$ cat src/pfua_pkg.sv
// Shared types, constants and pixel helpers for the pixel format unpack accumulator.
package pfua_pkg;

  localparam int unsigned COLUMNS         = 1024;
  localparam int unsigned PALETTE_ENTRIES = 256;
  localparam int unsigned SUM_WIDTH       = 32;
  localparam int unsigned CNT_WIDTH       = 16;
  localparam int unsigned COL_AW          = $clog2(COLUMNS);
  localparam int unsigned PAL_AW          = $clog2(PALETTE_ENTRIES);

  // Stream payload layout
  localparam int unsigned S_TDATA_W = 112;
  localparam int unsigned M_TDATA_W = 112;
  localparam int unsigned PADDR_W   = 3;

  // Register map (index taken from paddr[2])
  localparam logic REG_PIXEL_FORMAT = 1'b0;

  typedef enum logic [1:0] {
    OP_CLEAR  = 2'd0,
    OP_ACC    = 2'd1,
    OP_READ   = 2'd2,
    OP_PAL_WR = 2'd3
  } op_t;

  typedef enum logic [1:0] {
    ST_OK      = 2'd0,
    ST_PAL_OOR = 2'd1,
    ST_SAT     = 2'd2
  } status_t;

  typedef enum logic [1:0] {
    CV_ADD  = 2'd0,
    CV_OOR  = 2'd1,
    CV_NONE = 2'd2
  } conv_kind_t;

  // Bit depth codes for packed pixels
  localparam logic [1:0] BPP1 = 2'd0;
  localparam logic [1:0] BPP2 = 2'd1;
  localparam logic [1:0] BPP4 = 2'd2;
  localparam logic [1:0] BPP8 = 2'd3;

  localparam logic [4:0] FMT_PAL1    = 5'd0;
  localparam logic [4:0] FMT_PAL2    = 5'd1;
  localparam logic [4:0] FMT_PAL4    = 5'd2;
  localparam logic [4:0] FMT_PAL8    = 5'd3;
  localparam logic [4:0] FMT_PAL16   = 5'd4;
  localparam logic [4:0] FMT_PAL32   = 5'd5;
  localparam logic [4:0] FMT_PALA8   = 5'd6;
  localparam logic [4:0] FMT_PALA16  = 5'd7;
  localparam logic [4:0] FMT_PALA32  = 5'd8;
  localparam logic [4:0] FMT_IGRAY1  = 5'd9;
  localparam logic [4:0] FMT_IGRAY8  = 5'd12;
  localparam logic [4:0] FMT_GRAY8   = 5'd16;
  localparam logic [4:0] FMT_GRAY16A = 5'd17;
  localparam logic [4:0] FMT_RGB24   = 5'd18;
  localparam logic [4:0] FMT_RGBA32  = 5'd19;
  localparam logic [4:0] FMT_RGB48   = 5'd20;
  localparam logic [4:0] FMT_RGBA64  = 5'd21;
  localparam logic [4:0] FMT_RESET   = FMT_PAL8;

  typedef struct packed {
    conv_kind_t  kind;
    logic [7:0]  r;
    logic [7:0]  g;
    logic [7:0]  b;
  } conv_t;

  typedef struct packed {
    logic [SUM_WIDTH-1:0] r;
    logic [SUM_WIDTH-1:0] g;
    logic [SUM_WIDTH-1:0] b;
    logic [CNT_WIDTH-1:0] cnt;
  } acc_t;

  // Pick a packed pixel out of a byte, MSBs first; position wraps per byte.
  function automatic logic [7:0] packed_value(logic [7:0] byte_in, logic [1:0] code,
                                              logic [2:0] pos);
    logic [2:0] sh;
    logic [7:0] mask;
    case (code)
      BPP1: begin
        sh   = ~pos;
        mask = 8'h01;
      end
      BPP2: begin
        sh   = {~pos[1:0], 1'b0};
        mask = 8'h03;
      end
      BPP4: begin
        sh   = {~pos[0], 2'b00};
        mask = 8'h0f;
      end
      default: begin
        sh   = 3'd0;
        mask = 8'hff;
      end
    endcase
    return (byte_in >> sh) & mask;
  endfunction

  // Palette index for the palette formats; zero for the rest.
  function automatic logic [31:0] pal_index(logic [4:0] fmt, logic [63:0] raw,
                                            logic [2:0] pos);
    logic [31:0] idx;
    idx = '0;
    case (fmt)
      FMT_PAL1, FMT_PAL2, FMT_PAL4: idx = 32'(packed_value(raw[7:0], fmt[1:0], pos));
      FMT_PAL8, FMT_PALA16:         idx = 32'(raw[7:0]);
      FMT_PAL16, FMT_PALA32:        idx = 32'(raw[15:0]);
      FMT_PAL32:                    idx = raw[31:0];
      FMT_PALA8:                    idx = 32'(raw[7:4]);
      default:                      idx = '0;
    endcase
    return idx;
  endfunction

  // Saturating add of an 8-bit sample; MSB of the result flags saturation.
  function automatic logic [SUM_WIDTH:0] sat_add(logic [SUM_WIDTH-1:0] s, logic [7:0] v);
    logic [SUM_WIDTH:0] t;
    t = {1'b0, s} + {{(SUM_WIDTH - 7){1'b0}}, v};
    if (t[SUM_WIDTH]) begin
      return {1'b1, {SUM_WIDTH{1'b1}}};
    end
    return {1'b0, t[SUM_WIDTH-1:0]};
  endfunction

  // Read port view of a sum: clamp to 32 bits.
  function automatic logic [31:0] clamp32(logic [SUM_WIDTH-1:0] s);
    logic [SUM_WIDTH+31:0] ext;
    ext = {32'd0, s};
    if ((ext >> 32) != '0) begin
      return 32'hffff_ffff;
    end
    return ext[31:0];
  endfunction

endpackage

$ cat src/pfua_convert.sv
// Pixel format decode: one registered source pixel to an 8-bit RGB triple.
module pfua_convert (
  input  logic [4:0]     fmt,
  input  logic [63:0]    raw,
  input  logic [2:0]     pos,
  input  logic [23:0]    pal_entry,
  input  logic           pal_oor,
  output pfua_pkg::conv_t conv
);
  import pfua_pkg::*;

  logic [1:0] code;
  logic [7:0] v;
  logic [7:0] gv;
  logic       alpha_zero;

  always_comb begin
    // gray formats 9..16 share one decoder, bit depth repeats every four
    code = 2'(fmt - FMT_IGRAY1);
    v    = (code == BPP8) ? raw[7:0] : packed_value(raw[7:0], code, pos);
    case (code)
      BPP1:    gv = {8{v[0]}};
      BPP2:    gv = {v[1:0], v[1:0], v[1:0], v[1:0]};
      BPP4:    gv = {v[3:0], v[3:0]};
      default: gv = v;
    endcase

    alpha_zero = ((fmt == FMT_PALA8)  && (raw[3:0] == 4'd0))   ||
                 ((fmt == FMT_PALA16) && (raw[15:8] == 8'd0))  ||
                 ((fmt == FMT_RGBA32) && (raw[31:24] == 8'd0));

    conv.kind = CV_ADD;
    conv.r    = 8'hff;
    conv.g    = 8'hff;
    conv.b    = 8'hff;
    priority if (alpha_zero) begin
      // transparent pixel adds white
      conv.kind = CV_ADD;
    end else if (fmt <= FMT_PALA32) begin
      if (pal_oor) begin
        conv.kind = CV_OOR;
      end else begin
        conv.r = pal_entry[23:16];
        conv.g = pal_entry[15:8];
        conv.b = pal_entry[7:0];
      end
    end else if (fmt <= FMT_IGRAY8) begin
      conv.r = ~gv;
      conv.g = ~gv;
      conv.b = ~gv;
    end else if (fmt <= FMT_GRAY8) begin
      conv.r = gv;
      conv.g = gv;
      conv.b = gv;
    end else if (fmt == FMT_GRAY16A) begin
      conv.r = raw[7:0];
      conv.g = raw[7:0];
      conv.b = raw[7:0];
    end else if ((fmt == FMT_RGB24) || (fmt == FMT_RGBA32)) begin
      conv.r = raw[7:0];
      conv.g = raw[15:8];
      conv.b = raw[23:16];
    end else if ((fmt == FMT_RGB48) || (fmt == FMT_RGBA64)) begin
      // 16-bit samples, keep the high byte
      conv.r = raw[15:8];
      conv.g = raw[31:24];
      conv.b = raw[47:40];
    end else begin
      conv.kind = CV_NONE;
    end
  end

endmodule

$ cat config.mk
export PLATFORM = sky130hd
export DESIGN_NAME = pfua_convert
export DESIGN_NICKNAME = d
export VERILOG_FILES = /design/src/pfua_pkg.sv /design/src/pfua_convert.sv
export SDC_FILE = /design/constraint.sdc
export NUM_CORES = 1
export LEC_CHECK = 0
export BUFFER_PORTS_ARGS = -buffer_cell sky130_fd_sc_hd__buf_2
export CORE_MARGIN = 4
export CORE_UTILIZATION = 41
export DETAILED_ROUTE_END_ITERATION = 6
export PLACE_DENSITY = 0.8
export SLEW_MARGIN = 20
export SYNTH_ARGS = -nofsm -noshare
export SYNTH_HDL_FRONTEND = slang
export SYNTH_SLANG_ARGS = --single-unit
$ cat constraint.sdc
create_clock -name vclk -period 3.4
set_input_delay 0.68 -clock vclk [all_inputs]
set_output_delay 0.68 -clock vclk [all_outputs]
set_load 0.02 [all_outputs]
==> results of run 1 <==
worst max-delay path, stage by stage:
cell and delay [ps]:
buf_8 100, buf_6 110, ha_4 190, buf_6 120, nor4bb_4 140, a31oi_2 220
o221a_4 260, a211oi_4 70, buf_4 150, o41ai_4 400, mux2i_1 150, or2_1 300
buf_6 150
timing repair:
item,CTS,global route
endpoints found under the setup margin,25,25
pin swaps,16,26
buffers inserted,8,10
gates resized for setup,53,56
gates cloned,0,0
power by group:
group	internal (mW)	switching, mW
combinational	0.315	0.334
clock	0	0
sequential	0	0
routing by layer:
layer | vias up | share of wire, % | GRT usage [%]
met4 | 0 | 5.9 | 9.126
li1 | 1430 | - | -
met3 | 81 | 12 | 3.034
met2 | 284 | 48 | 50.43
met1 | 1491 | 35 | 40.31
met5 | - | 0 | 0
how the worst min path moves through the flow:
stage          endpoint           from  cells past startpoint  slack (ps)
2_1_floorplan  conv[11]  pal_entry[11]                      1        1550
3_3_place_gp   conv[18]  pal_entry[18]                      3        1700
3_5_place_dp    conv[2]   pal_entry[2]                      3        1700
4_1_cts        conv[11]  pal_entry[11]                      3        1690
5_1_grt        conv[11]  pal_entry[11]                      3        1700
6_report       conv[11]  pal_entry[11]                      3        1690
layout make-up:
cell class / count / area [µm²]
multi-input cells: 245 / 2072
repair buffers: 177 / 1259
fillers: 290 / 944.7
well taps: 52 / 65.06
inverters: 9 / 43.79
metrics by stage:
step,hold slack [ps],TNS [ps],utilization (%)
floorplan,1547,-102.3,-
global placement,1696,-5104,65.24
detailed placement,1698,-5842,65.24
CTS,1693,-3082,71.03
global route,1704,-6742,78.45
finish,1689,-4888,78.45
logic make-up after synthesis:
kind of cell             after synthesis  share of synthesized area [%]
AO/OA/AOI/OAI                        131                          53.51
AND/OR/NAND/NOR                       98                          28.56
buffers and inverters                 37                          8.494
multiplexers                          10                          5.418
adder cells (fa/ha/maj)                6                          4.013
Yosys cell counts (3+ instances only):
library cell,count
a21oi_1,12
a22o_1,4
a22oi_1,3
a31oi_1,3
and2_1,6
and3_1,4
buf_2,4
clkbuf_1,20
ha_1,6
inv_1,9
mux2i_1,9
nand2_1,22
nand2b_1,13
nand3_1,14
nor2_1,10
nor2b_1,4
nor3_1,6
nor3b_1,3
nor4_1,3
o211ai_1,6
o21a_1,6
o21ai_0,27
o21ai_1,3
o221a_2,4
o221ai_1,18
o22a_1,3
o22ai_1,12
o311a_1,3
o31ai_1,3
o32a_1,3
==> metrics, run 1 <==
result of the run finished, violations left; failing checks DRC, setup timing; Storage cell area 0 µm²; hold buffers post-CTS 0; Mapped Cells 282; number of sequential storage elements 0; routability congestion estimate 0.9545; shortest period the worst path allows 3717 ps; total setup violations reported at the end of the flow 24; IR Drop Worst-Case VDD 0.1466 mV; cell count after placement 465; initial antenna violation count 0; top-area cell type share of the netlist area 8.428%; synthesis warning total 0; leakage 1.506 nW; cell type contributing the most total cell area after synthesis o221ai_1; setup slack of the critical path after layout -317.2 ps; period utilisation layout 109.3%; routed len/inst 20.58 µm; initial cell density of the core 42.67%; pin count of the biggest net entering global routing 20; CP startpoint kind primary input; overall power consumption 0.6491 mW; number of pins with negative max-slew slack in the final report 0; worst-case headroom to the max-slew limit 64.08%; x dimension of the die 75.55 µm; placeable core region 4384 µm²; worst hold path class in2out; Die Ht 75.55 µm; placed inst area 2860 µm²; sequential cell area fraction in the yosys report 0%; number of input and output port buffers inserted 99; crit path to conv[15]; routed vias/inst 6.803; total nets after synthesis 385; maximum clock rate 0.2690 GHz; MaxCap Viol Count 0; Area contributors post-synth o221ai_1, o21ai_0, mux2i_1; summed area of non-filler cells in the final layout 3440 µm²; Data required, critical path 2720 ps; power density normalized to cell area 188.7 nW/µm²; total routed wirelength 9942 µm; area growth from synthesis to final layout 83.88%; Post-Syn Area per Cell 6.633 µm²; overall die area 5707 µm²; vias after detailed routing 3286; hold violation count in the final report 0; Cell variety after synth 60; type of destination of the critical path primary output; area of the mapped netlist 1871 µm²; number of routed nets with antenna violations 0; nets 536; all-layer global routing usage 30.01%; most common library cell in the layout ignoring fill and taps buf_2; detailed placement HPWL 6695 µm; Diodes inserted 0; CP Launch Point fmt[1]; Core Rows 24; unrepaired setup endpoints after global routing yes; fraction of final layout cells with drive strength greater than 1 55.92%; Max Fanout on Critical Path 7; detailed-route DRC error count 1; pre-CTS setup slack -364.6 ps; via count of the first global-routing pass 2906; Pre-Repair DR Iteration Count 7; residual overflow from global routing 0; clkbuf count 0; type of the worst setup path in2out; fin cells 483; wire length of the first global-routing pass 13630 µm; DRT iter0 DRCs 656; Worst-Margin Slew 538.9 ps; commonest cells after routing, fill and taps aside buf_2, buf_4, buf_6; critical path data arrival time 3040 ps; number of placed I/O pins 123
Note: power is estimated with default switching activity, not from simulation.
==> run 2: changes to the inputs <==
Settings changed: BUFFER_PORTS_ARGS -buffer_cell sky130_fd_sc_hd__buf_2 to unset, CORE_UTILIZATION 41 to 55, DONT_BUFFER_PORTS set to 1, PLACE_DENSITY 0.8 to 0.75.
==> run 2 against run 1 <==
Net effect:
- flip-flop and latch count did not move
- first-iteration DRC count fell by 19%
- cell area fell by 19%
- combinational power fell by 18%
- sequential share of layout area did not move
- clock-buffer cell count did not move
- wire length fell by 4.7%
- setup slack improved by 170 ps
- largest cell class unchanged
- global-route usage rose by 6.3 points
- critical path depth fell by 2
- cell count fell by 25%
- the run ends with setup timing left
- critical path type unchanged
==> metrics, run 2 (synthesis results as in run 1) <==
result of the run finished, violations left; failing checks setup timing; total routed wirelength 9478 µm; number of routed nets with antenna violations 0; Storage cell area 0 µm²; initial antenna violation count 0; Diodes inserted 0; IR Drop Worst-Case VDD 0.1312 mV; Die Ht 66.32 µm; Post-Route Hold Slack 1558 ps; x dimension of the die 66.32 µm; cell family with most CP delay simple AND/OR/NAND/NOR gates; clkbuf count 0; hold violation count in the final report 0; wire length of the first global-routing pass 12780 µm; MaxCap Viol Count 0; critical path data arrival time 2860 ps; placed inst area 2280 µm²; fin cells 363; placeable core region 3153 µm²; Max stage delay on crit path 520 ps; CP Buf/Inv Count 3; residual overflow from global routing 0; total setup violations reported at the end of the flow 20; via count of the first global-routing pass 2644; combinational group share of total power 100.0%; combined area of the multi-input logic cells 2097 µm²; overall die area 4398 µm²; routed vias/inst 8.113; area growth from synthesis to final layout 48.63%; switching component of the power 0.2868 mW; Final Core Density 88.17%; commonest cells after routing, fill and taps aside buf_4, o21ai_0, nand2_1; period utilisation layout 104.2%; initial cell density of the core 59.33%; Pre-Repair DR Iteration Count 6; number of placed I/O pins 123; Max Fanout on Critical Path 4; nets 424; maximum clock rate 0.2823 GHz; leakage 1.019 nW; most common library cell in the layout ignoring fill and taps buf_4; type of the worst setup path in2out; cell internal pwr 0.2465 mW; vias after detailed routing 2945; setup slack of the critical path after layout -142.6 ps; Core Rows 20; DRT iter0 DRCs 532; worst-case headroom to the max-slew limit 64.66%; layout filler cell count 161; pin count of the biggest net entering global routing 22; shortest period the worst path allows 3543 ps; CP max stage cell or4_4; routability congestion estimate 0.9872; all-layer global routing usage 36.32%; power density normalized to cell area 191.8 nW/µm²; summed area of non-filler cells in the final layout 2780 µm²; unrepaired setup endpoints after global routing yes; routed len/inst 26.11 µm; Sw Ratio 53.78%; worst hold path class in2out; TNS Setup -1407 ps; CP startpoint kind primary input; type of destination of the critical path primary output; cell count after placement 348; worst path cell trace clkinv_16 -> ha_4 -> and2b_2 -> buf_4 -> nand4_1 -> and3_4 -> a211oi_4 -> buf_6 -> or4_4 -> a221oi_2 -> o22a_2; number of pins with negative max-slew slack in the final report 0; number of input and output port buffers inserted 0; Data required, critical path 2720 ps; hold buffers post-CTS 0; number of sequential storage elements 0; Worst-Margin Slew 530.1 ps; fraction of final layout cells with drive strength greater than 1 41.38%; detailed-route DRC error count 0; detailed placement HPWL 5909 µm; part of the power in the clock network 0%; portion of total power attributed to sequential cells 0%
## run 2: cell types whose count changed in the layout (fill, tap and decap cells not counted), moves of 3 or more
cell,delta
buf_2,-77
buf_4,-22
buf_6,-14
o21ai_0,+3
## run 2: area by class of cell
class	count	area share (%)
Tap cell	44	1.980
Multi-Input combinational cell	246	75.43
Timing Repair Buffer	64	19.98
Inverter	9	2.610
## run 2: through the flow
step	worst slack [ps]	power [mW]
final	-142.6	0.5333
after global routing	-213.3	0.5555
after CTS	-85.70	0.4443
after detailed placement	-154.3	0.4015
after global placement	-102.5	0.3956
after floorplan	-36.41	0.2948
## run 2: final timing paths
| kind | from | endpoint | slack [ps] | cells past startpoint |
|---|---|---|---|---|
| max | fmt[1] | conv[11] | -140 | 11 |
| min | pal_oor | conv[24] | 1560 | 1 |
## run 2: layer usage
metal	global-route usage, %	share of wire, %	up-vias
met5	0	0	-
met3	10.71	14	90
li1	-	-	1199
met1	45.67	35	1331
met4	11.42	6.8	0
met2	58.86	44	325
## run 2: power groups by stage
stage          Sequential, mW  Combinational (mW)  Clock (mW)
6_report                    0               0.533           0
5_1_grt                     0               0.555           0
4_1_cts                     0               0.444           0
3_5_place_dp                0               0.402           0
3_3_place_gp                0               0.396           0
2_1_floorplan               0               0.295           0
## run 2: timing repair
item | CTS | global route
buffers inserted | 8 | 7
cloned | 1 | 0
setup endpoints to repair | 18 | 24
pin swaps | 18 | 34
resized for setup | 27 | 49
==> run 3: changes to the inputs <==
Settings changed: CORE_UTILIZATION 55 to 50, PLACE_DENSITY 0.75 to 0.7.
==> run 3 against run 2 <==
Net effect:
- the flow still finishes with violations (setup timing)
- setup slack improved by 6.3 ps
- via count fell by 5.0%
- non-clock buffer count rose by 3
- cell count rose by 1.4%
- critical path depth rose by 2
- critical path type unchanged
==> metrics, run 3 (synthesis results as in run 1) <==
result of the run finished, violations left; failing checks setup timing; routed len/inst 23.52 µm; type of destination of the critical path primary output; Max stage delay on crit path 330 ps; detailed placement HPWL 6017 µm; layout filler cell count 242; total setup violations reported at the end of the flow 12; Storage cell area 0 µm²; total routed wirelength 8656 µm; routed vias/inst 7.601; initial antenna violation count 0; leakage 1.036 nW; hold violation count in the final report 0; pre-CTS setup slack -209.0 ps; setup slack of the critical path after layout -136.3 ps; detailed-route DRC error count 0; Die Ht 69.17 µm; worst hold path class in2out; number of input and output port buffers inserted 0; fraction of final layout cells with drive strength greater than 1 41.30%; commonest cells after routing, fill and taps aside buf_4, nand2_1, o21ai_0; Post-Route Hold Slack 1552 ps; all-layer global routing usage 31.91%; TNS Setup -803.2 ps; worst-case headroom to the max-slew limit 59.74%; Diodes inserted 0; Pre-Repair DR Iteration Count 5; vias after detailed routing 2797; pin count of the biggest net entering global routing 18; number of placed I/O pins 123; DRT iter0 DRCs 367; number of pins with negative max-slew slack in the final report 0; number of sequential storage elements 0; cell family with most CP delay compound AO/OA/AOI/OAI gates; Max Fanout on Critical Path 7; via count of the first global-routing pass 2631; CP dominant cell by count buf_4; wire length of the first global-routing pass 13030 µm; most common library cell in the layout ignoring fill and taps buf_4; routability congestion estimate 1.018; MaxCap Viol Count 0; maximum clock rate 0.2828 GHz; power density normalized to cell area 181.0 nW/µm²; CP Buf/Inv Count 5; overall power consumption 0.4990 mW; type of the worst setup path in2out; clkbuf count 0; shortest period the worst path allows 3536 ps; area growth from synthesis to final layout 47.36%; unrepaired setup endpoints after global routing yes; number of routed nets with antenna violations 0; Data required, critical path 2720 ps; x dimension of the die 69.17 µm; initial cell density of the core 53.93%; CP max stage cell a2111oi_2; worst path cell trace inv_16 -> ha_4 -> and2b_2 -> buf_4 -> buf_4 -> o21ai_1 -> a21oi_1 -> a2111oi_2 -> buf_4 -> o41ai_4 -> buf_4 -> o211ai_1 -> o221a_2; Worst-Margin Slew 604.0 ps; period utilisation layout 104.0%; Final Core Density 79.47%; CP startpoint kind primary input; nets 427; IR Drop Worst-Case VDD 0.1003 mV; Core Rows 21; critical path data arrival time 2860 ps; residual overflow from global routing 0; placeable core region 3468 µm²; overall die area 4784 µm²
run 3: cell count changes in the layout (fill, tap and decap cells not counted), sizes merged:
| cell | previous run | this run |
|---|---|---|
| buf | 64 | 67 |
| clkinv | 1 | 0 |
| inv | 8 | 9 |
run 3: cell type report:
type,instances,area [µm²],share of cell area (%)
multi-input cells,246,2073,75.22
repair buffers,67,560.5,20.34
well taps,46,57.56,2.088
inverters,9,65.06,2.360
run 3: repair_timing:
| action | CTS | global route |
|---|---|---|
| hold endpoints to repair | 0 | 0 |
| endpoints found under the setup margin | 18 | 23 |
| resized for setup | 34 | 47 |
| hold buffers | 0 | 0 |
| cloned | 1 | 0 |
| setup buffers | 10 | 6 |
| pin swaps | 19 | 22 |
run 3: per-layer routing:
layer / global-route usage [%] / wire (µm) / vias to the layer above
met2: 51.17 / 3884 / 260
met1: 42.20 / 3142 / 1270
met4: 8.677 / 339 / 0
li1: - / - / 1216
met3: 7.849 / 1290 / 51
met5: 0 / 0 / -
run 3: path summary, 6_finish.rpt:
kind	from	to	slack, ps	depth (start not counted)
min	pal_entry[11]	conv[11]	1550	1
max	fmt[0]	conv[23]	-140	13
run 3: power by group:
| group | switching (mW) | internal, mW |
|---|---|---|
| logic | 0.269 | 0.230 |
| registers | 0 | 0 |
| clock network | 0 | 0 |
run 3: stage by stage:
stage / std cells / cell area, µm²
floorplan: 282 / 1967
global placement: 352 / 2297
detailed placement: 352 / 2297
CTS: 362 / 2519
global route: 368 / 2756
finish: 368 / 2756
